--- config.mk ---
export PLATFORM = sky130hd
export DESIGN_NAME = text_word_tokenizer
export DESIGN_NICKNAME = d
export VERILOG_FILES = /design/src/sv/twt_pkg.sv /design/src/sv/text_word_tokenizer.sv /design/src/sv/twt_step.sv
export VERILOG_INCLUDE_DIRS = /design/src /design/src/sv
export SDC_FILE = /design/constraint.sdc
export NUM_CORES = 1
export LEC_CHECK = 0
export BUFFER_PORTS_ARGS = -buffer_cell sky130_fd_sc_hd__buf_2
export CAP_MARGIN = 30
export CORE_ASPECT_RATIO = 0.5
export CORE_UTILIZATION = 57
export CTS_BUF_LIST = sky130_fd_sc_hd__clkbuf_2
export DETAILED_ROUTE_END_ITERATION = 6
export GPL_TIMING_DRIVEN = 1
export PLACE_DENSITY = 0.8
export SLEW_MARGIN = 20
export SYNTH_ARGS = -nofsm -noshare
export SYNTH_HDL_FRONTEND = slang
export SYNTH_HIERARCHICAL = 1
export SYNTH_SLANG_ARGS = --single-unit
--- constraint.sdc ---
create_clock -name clk -period 3.33 [get_ports clk]
set_input_delay 0.8325 -clock clk [delete_from_list [all_inputs] [get_ports clk]]
set_output_delay 0.8325 -clock clk [all_outputs]
set_load 0.01 [all_outputs]
--- src/sv/assert_macros.svh ---
// assertion macros used by text_word_tokenizer
`ifndef ASSERT_MACROS_SVH
`define ASSERT_MACROS_SVH

`ifndef NO_ASSERTIONS
// property checked on every clock edge out of reset
`define TWT_ASSERT(label, clk, rstn, prop, msg) \
    label: assert property (@(posedge clk) disable iff (!rstn) (prop)) else $error(msg);
// implication checked in the cycle after the trigger
`define TWT_ASSERT_NEXT(label, clk, rstn, trig, prop, msg) \
    label: assert property (@(posedge clk) disable iff (!rstn) (trig) |=> (prop)) \
        else $error(msg);
`else
`define TWT_ASSERT(label, clk, rstn, prop, msg)
`define TWT_ASSERT_NEXT(label, clk, rstn, trig, prop, msg)
`endif

`endif

--- src/sv/twt_pkg.sv ---
// ----------------------------------------------------------------------------
// twt_pkg
// types, constants and helpers shared by the word tokenizer files
// ----------------------------------------------------------------------------
`default_nettype none

package twt_pkg;

    localparam int unsigned TOKEN_LIMIT = 255;

    localparam logic [7:0] MAX_WORD_RESET   = 8'd255;
    localparam logic [7:0] MAX_NUMBER_RESET = 8'd4;

    typedef enum logic [1:0] {
        CASE_KEEP  = 2'd0,
        CASE_DOWN  = 2'd1,
        CASE_UP    = 2'd2,
        CASE_TITLE = 2'd3
    } case_mode_t;

    typedef enum logic [1:0] {
        REG_CASE_MODE  = 2'd0,
        REG_MAX_WORD   = 2'd1,
        REG_MAX_NUMBER = 2'd2,
        REG_UNUSED     = 2'd3
    } reg_index_t;

    typedef struct packed {
        case_mode_t case_mode;
        logic [7:0] max_word_length;
        logic [7:0] max_number_length;
    } twt_cfg_t;

    typedef struct packed {
        logic       in_word;
        logic       digits_only;
        logic [7:0] word_length;
    } twt_state_t;

    typedef struct packed {
        logic       valid;
        logic [7:0] out_char;
        logic       has_char;
        logic       token_end;
    } twt_result_t;

    localparam twt_state_t STATE_CLOSED = '{in_word: 1'b0, digits_only: 1'b1,
                                            word_length: 8'd0};

    function automatic logic is_digit(input logic [7:0] b);
        return (b >= 8'h30) && (b <= 8'h39);
    endfunction

    function automatic logic is_upper(input logic [7:0] b);
        return (b >= 8'h41) && (b <= 8'h5A);
    endfunction

    function automatic logic is_lower(input logic [7:0] b);
        return (b >= 8'h61) && (b <= 8'h7A);
    endfunction

    function automatic logic [7:0] fold(input logic [7:0] b, input logic first,
                                        input case_mode_t mode);
        case_mode_t m;
        logic [7:0] r;
        m = mode;
        if (mode == CASE_TITLE)
        begin
            m = first ? CASE_UP : CASE_DOWN;
        end
        r = b;
        case (m)
            CASE_DOWN:
            begin
                if (is_upper(b))
                begin
                    r = b + 8'd32;
                end
            end
            CASE_UP:
            begin
                if (is_lower(b))
                begin
                    r = b - 8'd32;
                end
            end
            default:
            begin
                r = b;
            end
        endcase
        return r;
    endfunction

endpackage

`default_nettype wire

--- src/sv/text_word_tokenizer.sv ---
// ----------------------------------------------------------------------------
// text_word_tokenizer
// splits a byte stream into case-folded word tokens
// ----------------------------------------------------------------------------
// One byte item is taken per clock cycle unless the output stalls; its result
// goes straight into the result register. Each item yields at most one result:
// a token character (tuser high) or a bare end-of-token mark (tuser low, tdata
// zero); tlast flags the last item of a token. Bytes that produce no result are
// absorbed without a bubble. The input keeps flowing while a result waits, as
// long as the result register is emptied in the same cycle. Registers are to
// be written through the cfg channel only while the stream is idle (unchecked).
`default_nettype none

module text_word_tokenizer
(
    input  wire logic       clk,
    input  wire logic       rst_n,
    // input stream
    input  wire logic       s_tvalid,
    output logic            s_tready,
    input  wire logic [7:0] s_tdata,   // [7:0] in_byte
    input  wire logic       s_tuser,   // [0] flush
    // output stream
    output logic            m_tvalid,
    input  wire logic       m_tready,
    output logic [7:0]      m_tdata,   // [7:0] out_char
    output logic            m_tuser,   // [0] has_char
    output logic            m_tlast,   // token_end
    // configuration
    input  wire logic       cfg_valid,
    output logic            cfg_ready,
    input  wire logic [1:0] cfg_index,
    input  wire logic [7:0] cfg_data
);

    twt_pkg::twt_cfg_t    cfg_reg;
    twt_pkg::twt_cfg_t    cfg_next;
    twt_pkg::twt_state_t  state_reg;
    twt_pkg::twt_state_t  state_next;
    twt_pkg::twt_state_t  step_state;
    twt_pkg::twt_result_t step_result;
    logic                 out_valid_reg;
    logic                 out_valid_next;
    logic [7:0]           out_char_reg;
    logic [7:0]           out_char_next;
    logic                 has_char_reg;
    logic                 has_char_next;
    logic                 token_end_reg;
    logic                 token_end_next;
    logic                 in_accept;
    logic                 bare_mark_ok;
    logic                 closed_ok;
    logic                 len_ok;
    logic                 flush_in;
    logic                 end_in;

    twt_step u_step
    (
        .cfg        (cfg_reg),
        .state      (state_reg),
        .in_byte    (s_tdata),
        .flush      (s_tuser),
        .state_next (step_state),
        .result     (step_result)
    );

    assign s_tready  = !out_valid_reg || m_tready;
    assign in_accept = s_tvalid && s_tready;
    assign cfg_ready = 1'b1;

    always_comb
    begin
        cfg_next = cfg_reg;
        if (cfg_valid)
        begin
            case (twt_pkg::reg_index_t'(cfg_index))
                twt_pkg::REG_CASE_MODE:
                begin
                    cfg_next.case_mode = twt_pkg::case_mode_t'(cfg_data[1:0]);
                end
                twt_pkg::REG_MAX_WORD:
                begin
                    cfg_next.max_word_length = cfg_data;
                end
                twt_pkg::REG_MAX_NUMBER:
                begin
                    cfg_next.max_number_length = cfg_data;
                end
                default:
                begin
                    cfg_next = cfg_reg;
                end
            endcase
        end
    end

    always_comb
    begin
        state_next     = state_reg;
        out_valid_next = out_valid_reg && !m_tready;
        out_char_next  = out_char_reg;
        has_char_next  = has_char_reg;
        token_end_next = token_end_reg;
        if (in_accept)
        begin
            state_next = step_state;
            if (step_result.valid)
            begin
                out_valid_next = 1'b1;
                out_char_next  = step_result.out_char;
                has_char_next  = step_result.has_char;
                token_end_next = step_result.token_end;
            end
        end
    end

    always_ff @(posedge clk or negedge rst_n)
    begin
        if (!rst_n)
        begin
            cfg_reg.case_mode         <= twt_pkg::CASE_KEEP;
            cfg_reg.max_word_length   <= twt_pkg::MAX_WORD_RESET;
            cfg_reg.max_number_length <= twt_pkg::MAX_NUMBER_RESET;
            state_reg                 <= twt_pkg::STATE_CLOSED;
            out_valid_reg             <= 1'b0;
        end
        else
        begin
            cfg_reg       <= cfg_next;
            state_reg     <= state_next;
            out_valid_reg <= out_valid_next;
        end
    end

    always_ff @(posedge clk)
    begin
        out_char_reg  <= out_char_next;
        has_char_reg  <= has_char_next;
        token_end_reg <= token_end_next;
    end

    assign m_tvalid = out_valid_reg;
    assign m_tdata  = out_char_reg;
    assign m_tuser  = has_char_reg;
    assign m_tlast  = token_end_reg;

    assign bare_mark_ok = !(m_tvalid && !m_tuser) || (m_tlast && m_tdata == 8'd0);
    assign closed_ok    = state_reg.in_word
                       || (state_reg.digits_only && state_reg.word_length == 8'd0);
    assign len_ok       = {24'd0, state_reg.word_length} < twt_pkg::TOKEN_LIMIT;
    assign flush_in     = in_accept && s_tuser;
    assign end_in       = in_accept && step_result.valid && step_result.token_end;

`include "assert_macros.svh"

    // a mark without a character is always an end of token and carries zero
    `TWT_ASSERT(a_bare_mark, clk, rst_n, bare_mark_ok, "bare result must be a zero end mark")
    // a closed token holds no count and is reset to all digits
    `TWT_ASSERT(a_closed_state, clk, rst_n, closed_ok, "closed token state not cleared")
    // an open token never reaches the hard length limit
    `TWT_ASSERT(a_len_limit, clk, rst_n, len_ok, "token length beyond limit")
    // end of stream always leaves no open token
    `TWT_ASSERT_NEXT(a_flush_close, clk, rst_n, flush_in, !state_reg.in_word, "flush left a token open")
    // a token end always closes the token state
    `TWT_ASSERT_NEXT(a_end_close, clk, rst_n, end_in, !state_reg.in_word, "token end without closing")

endmodule

`default_nettype wire

--- src/sv/twt_step.sv ---
// ----------------------------------------------------------------------------
// twt_step
// per-byte classification, case folding and token state update
// ----------------------------------------------------------------------------
`default_nettype none

module twt_step
(
    input  var twt_pkg::twt_cfg_t    cfg,
    input  var twt_pkg::twt_state_t  state,
    input  wire logic [7:0]          in_byte,
    input  wire logic                flush,
    output twt_pkg::twt_state_t      state_next,
    output twt_pkg::twt_result_t     result
);

    logic       digit;
    logic       alnum;
    logic       digits_next;
    logic [7:0] len;
    logic       limit_hit;

    assign digit       = twt_pkg::is_digit(in_byte);
    assign alnum       = digit || twt_pkg::is_upper(in_byte) || twt_pkg::is_lower(in_byte);
    assign digits_next = state.digits_only && digit;
    // word_length never exceeds TOKEN_LIMIT-1, so the count fits in 8 bits
    assign len         = state.word_length + 8'd1;
    assign limit_hit   = (len >= cfg.max_word_length)
                      || (digits_next && (len >= cfg.max_number_length))
                      || ({24'd0, len} >= twt_pkg::TOKEN_LIMIT);

    always_comb
    begin
        result     = '0;
        state_next = state;
        if (flush || !alnum)
        begin
            // separator or end of stream closes an open token
            result.valid     = state.in_word;
            result.token_end = 1'b1;
            state_next       = twt_pkg::STATE_CLOSED;
        end
        else if (state.in_word && state.digits_only && !digit)
        begin
            // letter after digits ends the number and is dropped
            result.valid     = 1'b1;
            result.token_end = 1'b1;
            state_next       = twt_pkg::STATE_CLOSED;
        end
        else
        begin
            result.valid     = 1'b1;
            result.has_char  = 1'b1;
            result.out_char  = twt_pkg::fold(in_byte, !state.in_word, cfg.case_mode);
            result.token_end = limit_hit;
            if (limit_hit)
            begin
                state_next = twt_pkg::STATE_CLOSED;
            end
            else
            begin
                state_next.in_word     = 1'b1;
                state_next.digits_only = digits_next;
                state_next.word_length = len;
            end
        end
    end

endmodule

`default_nettype wire
==> key figures, run 1 <==
Setup path
  – Slack of the worst reg-to-reg path: between 200 and 300 ps
  – CP max FO: 11
  – Crit. End Element: flop
  – Startpoint Class: flop
  – Critical Path AT: about 3400 ps
  – Critical Path RT: roughly 3700 ps
  – Critical Path End: state_reg[8]$_DFFE_PN1P_
  – CP Launch Point: state_reg[0]$_DFFE_PN0P_
  – Worst r2r dst: state_reg[8]$_DFFE_PN1P_
  – Critical path type: flop to flop
  – R2R depth: 12
  – Reg2Reg Launch Point: state_reg[0]$_DFFE_PN0P_

Timing
  – Final Hold Viols: 0
  – Minimum clock period: around 3100 ps
  – Slew @ Worst Pin: between 600 and 700 ps
  – Finish-stage setup viols: 0
  – Fin. max-slew vios: 0
  – RSZ-0062 raised after global routing: false
  – Fmax: 328 MHz
  – Fin crit share: 0.917
  – Final setup TNS: 0 ps
  – Clock skew: 17.0 ps
  – Worst slew margin: 0.553

Synth
  – Syn avg cell area: roughly 11 µm²
  – Cells after synthesis: around 240
  – Synthesized Nets: ~280
  – Async SR Flop Fraction: 0.744
  – Flops & latches, synth: 39
  – Cell Area, Synth: around 0.0025 mm²
  – Unique cell type count in the Yosys netlist: 51
  – Top_reg_cell synth: dfrtp_1
  – Number of synthesized flops with an enable pin: 10
  – Yosys warnings: 6
  – Sequential fraction of the synthesis area: 0.408

Floorplanning
  – Chip Height: 49.3 µm
  – Core Region: between 0.004 and 0.005 mm²
  – Starting Density: 0.624
  – Num ports: 37
  – Std cell rows: 16
  – Die area: about 0.0048 mm²
  – Die Wd: 96.5 µm

Place
  – Placed inst area: 0.00279 mm²
  – Final HPWL DP: 3930 µm
  – Routability congestion estimate: 0.873
  – Port Buf Inserts: 35
  – Placed insts: roughly 320

Cells and area
  – Syn-to-layout area delta: 11.2%
  – Post-route insts no fill: approximately 330
  – Ant diodes: 0
  – Layout cell share with drive strength beyond 1: 0.350
  – Final nets: about 320
  – Finished layout cell area: 0.00283 mm²
  – Most frequent cells in the layout: buf_2, inv_1, mux2_2
  – Largest register FFs: 18
  – Commonest non-fill, non-tap cell in the layout: buf_2

Clocking
  – Max Buffers Root-to-Sink: 2
  – Clk slew on worst S/H paths: between 200 and 250 ps
  – H-tree level count: 2
  – # resized after CTS: 0
  – Postcts setup bufs: 0
  – Clock Latency Late Sink: 410 ps
  – Root Driver: clkbuf_2
  – Clock tree from TritonCTS: built
  – TritonCTS Sinks: 39
  – CTS Buf Count: 5
  – Hold-fix buffers, CTS: 0

Route
  – Routed Antenna Nets: 0
  – First-pass iteration count of the detailed router: 4
  – DR iter-0 viols: roughly 110
  – DRC violations left: 0
  – Vias: 1934
  – Number of vias per cell: 5.84
  – Post-DR wirelength/cell: 15.7 µm
  – Routed WL: between 5000 and 6000 µm

Run status
  – Status: complete, no violations

Pwr
  – Max VDD drop: about 0.00020 V
  – Total chip power: ~1.1 mW
  – Pwr Density: ~390 mW/mm²
  – Static leakage: 1.36 nW

Global route
  – Largest net degree at the start of global routing: 30
  – Global route overflow: 0
  – Initial antenna violation count: 0
  – Gr usage total: 0.240
  – Vias in the first global route: around 1900
  – First-pass GRT wire length: roughly 8600 µm

Min path
  – Hold/Removal Path Class: primary input to asynchronous set/reset pin

Job
  – Max-cap violations: 0
==> per-stage QoR <==
step                      hold slack, ps  setup WS [ps]  utilization
final                                411            277        0.694
after CTS                            411            306        0.694
after floorplan                      479            506            -
after global routing                 417           67.3        0.694
after detailed placement             493            279        0.684
after global placement               489            328        0.684
==> cell usage after synthesis (2+ instances only) <==
library cell / count / area [µm²]
inv_1: 33 / 124
mux2_2: 28 / 315
ha_1: 23 / 288
dfrtp_1: 19 / 475
nor2_1: 12 / 45.0
dfstp_2: 10 / 263
edfxtp_1: 10 / 300
nand2_1: 9 / 33.8
a21oi_1: 8 / 40.0
o21ai_0: 8 / 40.0
nor4_1: 7 / 43.8
nand3_1: 6 / 30.0
nand2b_1: 5 / 31.3
a31oi_1: 4 / 25.0
nor3_1: 4 / 20.0
nor4b_2: 4 / 60.1
xnor2_1: 4 / 35.0
o211ai_1: 3 / 22.5
a211o_1: 2 / 17.5
buf_2: 2 / 10.0
nand3b_4: 2 / 40.0
nand4_1: 2 / 12.5
nor2b_1: 2 / 12.5
==> power by group <==
part	internal (mW)	switching, mW
registers	0.568	0.0345
clock network	0.0482	0.163
logic	0.134	0.161
==> how the worst min path moves through the flow <==
stage / endpoint / slack (ps) / depth (start not counted)
after detailed placement: cfg_reg[5]$_DFFE_PN0P_ / 490 / 1
after global routing: cfg_reg[3]$_DFFE_PN0P_ / 420 / 1
final: state_reg[2]$_DFFE_PN0P_ / 410 / 1
after CTS: cfg_reg[3]$_DFFE_PN0P_ / 410 / 1
after global placement: cfg_reg[6]$_DFFE_PN0P_ / 490 / 1
after floorplan: cfg_reg[1]$_DFFE_PN0P_ / 480 / 1
==> area by class of cell <==
type / instances / area [µm²]
clock buffers: 5 / 25.0
clock inverters: 3 / 15.0
fillers: 301 / 1250
inverters: 33 / 124
multi-input cells: 158 / 1360
flip-flops and latches: 39 / 1040
well taps: 54 / 67.6
repair buffers: 39 / 205
==> worst max-delay path: stages (launching register included) <==
cell	delay [ps]
dfrtp_1	530
ha_1	270
nand3_1	140
nor2_1	180
xnor2_1	210
inv_1	120
ha_1	280
nand2_1	70
o21ai_0	70
a31oi_1	180
o211ai_2	280
or3b_1	430
mux2_2	270
==> kinds of logic (layout without fill, tap and decap cells) <==
| kind of cell | count (synthesis) | in the layout | synth area share |
|---|---|---|---|
| AOI/OAI and AO/OA | 38 | 38 | 0.107 |
| xor gates and xnor gates | 5 | 5 | 0.0172 |
| adders and majority gates | 23 | 23 | 0.113 |
| buffers and inverters | 38 | 80 | 0.0614 |
| DFF | 39 | 39 | 0.408 |
| muxes | 28 | 28 | 0.124 |
| other | 1 | 1 | 0.00147 |
| and+or+nand+nor | 63 | 63 | 0.169 |
==> routing by layer <==
metal / vias to the layer above / track usage / wire, µm
li1: 926 / - / -
met1: 924 / 0.313 / 2400
met2: 75 / 0.392 / 2400
met3: 9 / 0.0576 / 316
met4: 0 / 0.0833 / 81
met5: - / 0 / 0
(Power assumes the default switching activity.)
==> run 2: changes to the inputs <==
--- a/config.mk
+++ b/config.mk
@@ -8,7 +8,7 @@
 export LEC_CHECK = 0
 export BUFFER_PORTS_ARGS = -buffer_cell sky130_fd_sc_hd__buf_2
 export CAP_MARGIN = 30
-export CORE_ASPECT_RATIO = 0.5
+export CORE_ASPECT_RATIO = 0.8
 export CORE_UTILIZATION = 57
 export CTS_BUF_LIST = sky130_fd_sc_hd__clkbuf_2
 export DETAILED_ROUTE_END_ITERATION = 6
==> key figures, run 2 (synthesis results as in run 1) <==
Run status
  – Status: complete, no violations

Pwr
  – Sequential cell fraction of total power: 0.541
  – Net Sw Power: roughly 0.36 mW
  – Clk pwr share: 0.193
  – Logic pwr share: 0.266
  – Static leakage: ~1.4 nW
  – Pwr Density: just under 400 mW/mm²
  – Net Sw Frac: 0.324
  – Max VDD drop: roughly 0.00025 V
  – Cell internal pwr: around 0.75 mW

Clocking
  – Postcts setup bufs: 0
  – Max Buffers Root-to-Sink: 2
  – CTS Buf Count: 5
  – TritonCTS Sinks: 39
  – H-tree level count: 2
  – Clock Latency Late Sink: ~400 ps
  – Root Driver: clkbuf_2
  – Clock tree from TritonCTS: built
  – Clk slew on worst S/H paths: around 220 ps

Route
  – Routed Antenna Nets: 0
  – DRC violations left: 0
  – Vias: 1915
  – DR iter-0 viols: between 150 and 200
  – Number of vias per cell: between 5 and 6
  – Post-DR wirelength/cell: between 10 and 15 µm
  – Routed WL: just under 5000 µm
  – First-pass iteration count of the detailed router: 4

Timing
  – PnR worst setup slack: about 280 ps
  – Finish-stage setup viols: 0
  – Final setup TNS: 0 ps
  – Fin crit share: 0.917
  – Worst slew margin: 0.569
  – Fmax: between 300 and 400 MHz
  – Clock skew: 18.5 ps
  – Fin. max-slew vios: 0
  – Minimum clock period: about 3100 ps
  – Slew @ Worst Pin: ~650 ps
  – RSZ-0062 raised after global routing: false
  – Final Hold Viols: 0

Job
  – Max-cap violations: 0

Place
  – Placed inst area: 0.00281 mm²
  – Port Buf Inserts: 35
  – Routability congestion estimate: 1.02
  – Dpl ws: roughly 250 ps
  – Final HPWL DP: roughly 3700 µm

Setup path
  – Critical path type: flop to flop
  – Slack of the worst reg-to-reg path: 280 ps
  – Startpoint Class: flop
  – CP max FO: 11
  – Critical Path RT: 3700 ps
  – Crit. End Element: flop
  – Critical Path AT: approximately 3400 ps

Floorplanning
  – Die Wd: roughly 77 µm
  – Die area: 0.00474 mm²
  – Std cell rows: 21
  – Starting Density: 0.602
  – Core Region: roughly 0.0042 mm²
  – Chip Height: 61.8 µm
  – Num ports: 37

Global route
  – Met2 Track Usage GR: 0.329
  – Initial antenna violation count: 0
  – GRT Max-Usage Layer: met2
  – Largest net degree at the start of global routing: 30
  – Met3 Track Usage GR: 0.0467
  – First-pass GRT wire length: between 7000 and 8000 µm
  – Global route overflow: 0
  – Gr usage total: 0.216
  – Vias in the first global route: 1652
  – Met1 usage: 0.310

Cells and area
  – Finished layout cell area: approximately 0.0029 mm²
  – Most frequent cells in the layout: buf_2, inv_1, mux2_2
  – Commonest non-fill, non-tap cell in the layout: buf_2
  – Final nets: around 320
  – Syn-to-layout area delta: 11.9%
  – Largest register FFs: 18
  – Ant diodes: 0
  – Layout cell share with drive strength beyond 1: 0.356

Min path
  – Hold/Removal Path Class: primary input to asynchronous set/reset pin
run 2: cell types whose count changed in the layout (fill, tap and decap cells not counted), sizes merged:
cell	previous run	this run
buf	39	40
clkinv	3	1
clkinvlp	0	2
run 2: power groups by stage:
stage / sequential, mW / combinational, mW / clock, mW
after global placement: 0.609 / 0.284 / 0
after floorplan: 0.607 / 0.203 / 0
after detailed placement: 0.612 / 0.292 / 0
after CTS: 0.602 / 0.295 / 0.225
after global routing: 0.611 / 0.328 / 0.238
final: 0.603 / 0.296 / 0.215
run 2: metal layers:
metal / vias up / share of wire
li1: 927 / -
met1: 907 / 0.49
met2: 69 / 0.44
met3: 12 / 0.062
met4: 0 / 0.017
met5: - / 0
run 2: worst paths after layout:
check,cells after the start,endpoint,from
worst max-delay path,12,state_reg[8]$_DFFE_PN1P_,state_reg[0]$_DFFE_PN0P_
worst min-delay path,1,state_reg[5]$_DFFE_PN0P_,rst_n
worst max register to register,12,state_reg[8]$_DFFE_PN1P_,state_reg[0]$_DFFE_PN0P_
worst min register to register,1,cfg_reg[5]$_DFFE_PN0P_,cfg_reg[5]$_DFFE_PN0P_
max in group asynchronous,1,state_reg[0]$_DFFE_PN0P_,rst_n
min in group clk,1,cfg_reg[5]$_DFFE_PN0P_,cfg_reg[5]$_DFFE_PN0P_
run 2: repair_timing:
action	4_1_cts	5_1_grt
setup endpoints to repair	0	1
hold buffers	0	0
resized for setup	0	1
run 2: final cells by class:
cell class	instances	area [µm²]
multi-input combinational	158	1360
tap	57	71.3
sequential	39	1040
fill	341	1380
clock buffer	5	25.0
timing repair buffer	40	213
inverter	33	124
clock inverter	3	20.0
run 2: critical path, cell delays in order (launching register included):
cell	delay (ps)
dfrtp_2	520
ha_1	260
nand3_1	140
nor2_1	80
xnor2_1	290
inv_1	120
ha_1	280
nand2_1	80
o21ai_0	70
a31oi_1	200
o211ai_2	290
or3b_1	430
mux2_2	260
run 2: metrics by stage:
step	utilization	hold slack, ps	std cells	total power [mW]
global placement	0.663	491	327	0.893
global route	0.674	430	335	1.18
detailed placement	0.663	494	327	0.904
CTS	0.674	417	335	1.12
floorplan	-	479	235	0.810
finish	0.674	407	335	1.11
==> run 3: changes to the inputs <==
--- a/config.mk
+++ b/config.mk
@@ -9,8 +9,10 @@
 export BUFFER_PORTS_ARGS = -buffer_cell sky130_fd_sc_hd__buf_2
 export CAP_MARGIN = 30
 export CORE_ASPECT_RATIO = 0.8
+export CORE_MARGIN = 3
 export CORE_UTILIZATION = 57
 export CTS_BUF_LIST = sky130_fd_sc_hd__clkbuf_2
+export CTS_CLUSTER_DIAMETER = 150
 export DETAILED_ROUTE_END_ITERATION = 6
 export GPL_TIMING_DRIVEN = 1
 export PLACE_DENSITY = 0.8
==> constraint.sdc (replaced) <==
create_clock -name clk -period 3.33 [get_ports clk]
set_input_delay 0 -clock clk [delete_from_list [all_inputs] [get_ports clk]]
set_output_delay 0 -clock clk [all_outputs]
set_load 0.01 [all_outputs]
==> key figures, run 3 (synthesis results as in run 1) <==
Cells and area
  – Finished layout cell area: 0.00307 mm²
  – Area of the multi-input gates: between 0.001 and 0.0015 mm²
  – Syn-to-layout area delta: 20.3%
  – Commonest non-fill, non-tap cell in the layout: buf_2
  – Most frequent cells in the layout: buf_2, inv_1, mux2_2
  – Fillcell total: 312
  – Final nets: between 300 and 400
  – Ant diodes: 0
  – FF/Latch Area: 0.00104 mm²
  – Largest register FFs: 18
  – Layout cell share with drive strength beyond 1: 0.332

Pwr
  – Pwr Density: 417 mW/mm²
  – Static leakage: between 1 and 1.5 nW
  – Max VDD drop: approximately 0.00033 V

Floorplanning
  – Die Wd: between 80 and 90 µm
  – Starting Density: 0.598
  – Std cell rows: 21
  – Core Region: 0.00426 mm²
  – Num ports: 37
  – Die area: between 0.005 and 0.006 mm²
  – Chip Height: 65.8 µm

Setup path
  – Critical Path RT: roughly 3700 ps
  – R2R depth: 12
  – Critical path type: flop to flop
  – Startpoint Class: flop
  – Critical Path AT: roughly 3400 ps
  – CP max FO: 11
  – Crit. End Element: flop

Global route
  – Met3 Track Usage GR: 0.0518
  – Largest net degree at the start of global routing: 30
  – GRT Max-Usage Layer: met2
  – Met2 Track Usage GR: 0.337
  – Gr usage total: 0.218
  – Met1 usage: 0.305
  – Vias in the first global route: between 1500 and 2000
  – Global route overflow: 0
  – Initial antenna violation count: 0
  – First-pass GRT wire length: 8740 µm

Clocking
  – Max Buffers Root-to-Sink: 2
  – TritonCTS Sinks: 39
  – Clk slew on worst S/H paths: ~190 ps
  – CTS Buf Count: 5
  – # resized after CTS: 0
  – H-tree level count: 2
  – Clock tree from TritonCTS: built
  – Hold-fix buffers, CTS: 17
  – Clock Latency Late Sink: 400 ps
  – Root Driver: clkbuf_2
  – Postcts setup bufs: 0

Timing
  – RSZ-0062 raised after global routing: false
  – Final Hold Viols: 0
  – Minimum clock period: between 3000 and 4000 ps
  – Final setup TNS: 0 ps
  – Fmax: 328 MHz
  – Worst hold slack: ~40 ps
  – Fin. max-slew vios: 0
  – Slew @ Worst Pin: around 650 ps
  – Worst slew margin: 0.566
  – Fin crit share: 0.916
  – Clock skew: about 18 ps
  – Finish-stage setup viols: 0

Place
  – Routability congestion estimate: 0.893
  – Placed inst area: 0.00281 mm²
  – Final HPWL DP: 3720 µm
  – Port Buf Inserts: 35

Run status
  – Status: complete, no violations

Route
  – Post-DR wirelength/cell: roughly 15 µm
  – Routed Antenna Nets: 0
  – Routed WL: roughly 5200 µm
  – DR iter-0 viols: roughly 170
  – DRC violations left: 0
  – Number of vias per cell: roughly 5.5
  – First-pass iteration count of the detailed router: 4
  – Vias: 1948

Min path
  – Hold/Removal Path Class: primary input to flop
  – Hold Path Cell Cnt: 3

Job
  – Max-cap violations: 0
## run 3: cell types whose count changed in the layout (fill, tap and decap cells not counted), sizes merged
cell,previous run,this run
bufinv,0,2
clkbuf,5,6
clkinv,1,0
clkinvlp,2,0
dlygate4sd3,0,17
## run 3: critical path, cell delays in order (launching register included)
cell,delay (ps)
dfrtp_1,530
ha_1,250
nand3_1,120
nor2_1,150
xnor2_1,190
inv_1,120
ha_1,310
nand2_1,110
o21ai_0,80
a31oi_1,180
o211ai_2,270
or3b_1,430
mux2_2,260
## run 3: final timing paths
kind	slack, ps	to	start
hold / removal	40	cfg_reg[17]$_DFFE_PN0P_	cfg_index[0]
hold reg to reg	530	cfg_reg[1]$_DFFE_PN0P_	cfg_reg[1]$_DFFE_PN0P_
setup reg to reg	280	state_reg[8]$_DFFE_PN1P_	state_reg[0]$_DFFE_PN0P_
setup / recovery	280	state_reg[8]$_DFFE_PN1P_	state_reg[0]$_DFFE_PN0P_
max in group asynchronous	2780	state_reg[0]$_DFFE_PN0P_	rst_n
min in group asynchronous	130	cfg_reg[5]$_DFFE_PN0P_	rst_n
## run 3: through the flow
step	power, mW	utilization	setup slack (ps)	std cells
after floorplan	0.810	-	506	235
after global placement	0.887	0.659	470	327
after detailed placement	0.900	0.659	339	327
after CTS	1.28	0.720	278	352
after global routing	1.36	0.720	38.5	352
final	1.28	0.720	279	352
## run 3: area by class of cell
type	count	share of cell area
multi-input cells	158	0.443
flip-flops and latches	39	0.339
repair buffers	57	0.125
inverters	33	0.0404
well taps	57	0.0233
clock inverters	2	0.0196
clock buffers	6	0.00980
## run 3: metal layers
| metal | routed length (µm) | share of wire |
|---|---|---|
| met4 | 80 | 0.015 |
| met3 | 291 | 0.056 |
| met5 | 0 | 0 |
| met1 | 2530 | 0.48 |
| met2 | 2320 | 0.44 |
## run 3: power by group
| part | internal (mW) | switching (mW) |
|---|---|---|
| clock network | 0.206 | 0.158 |
| logic | 0.150 | 0.163 |
| registers | 0.568 | 0.0354 |
| total | 0.923 | 0.356 |
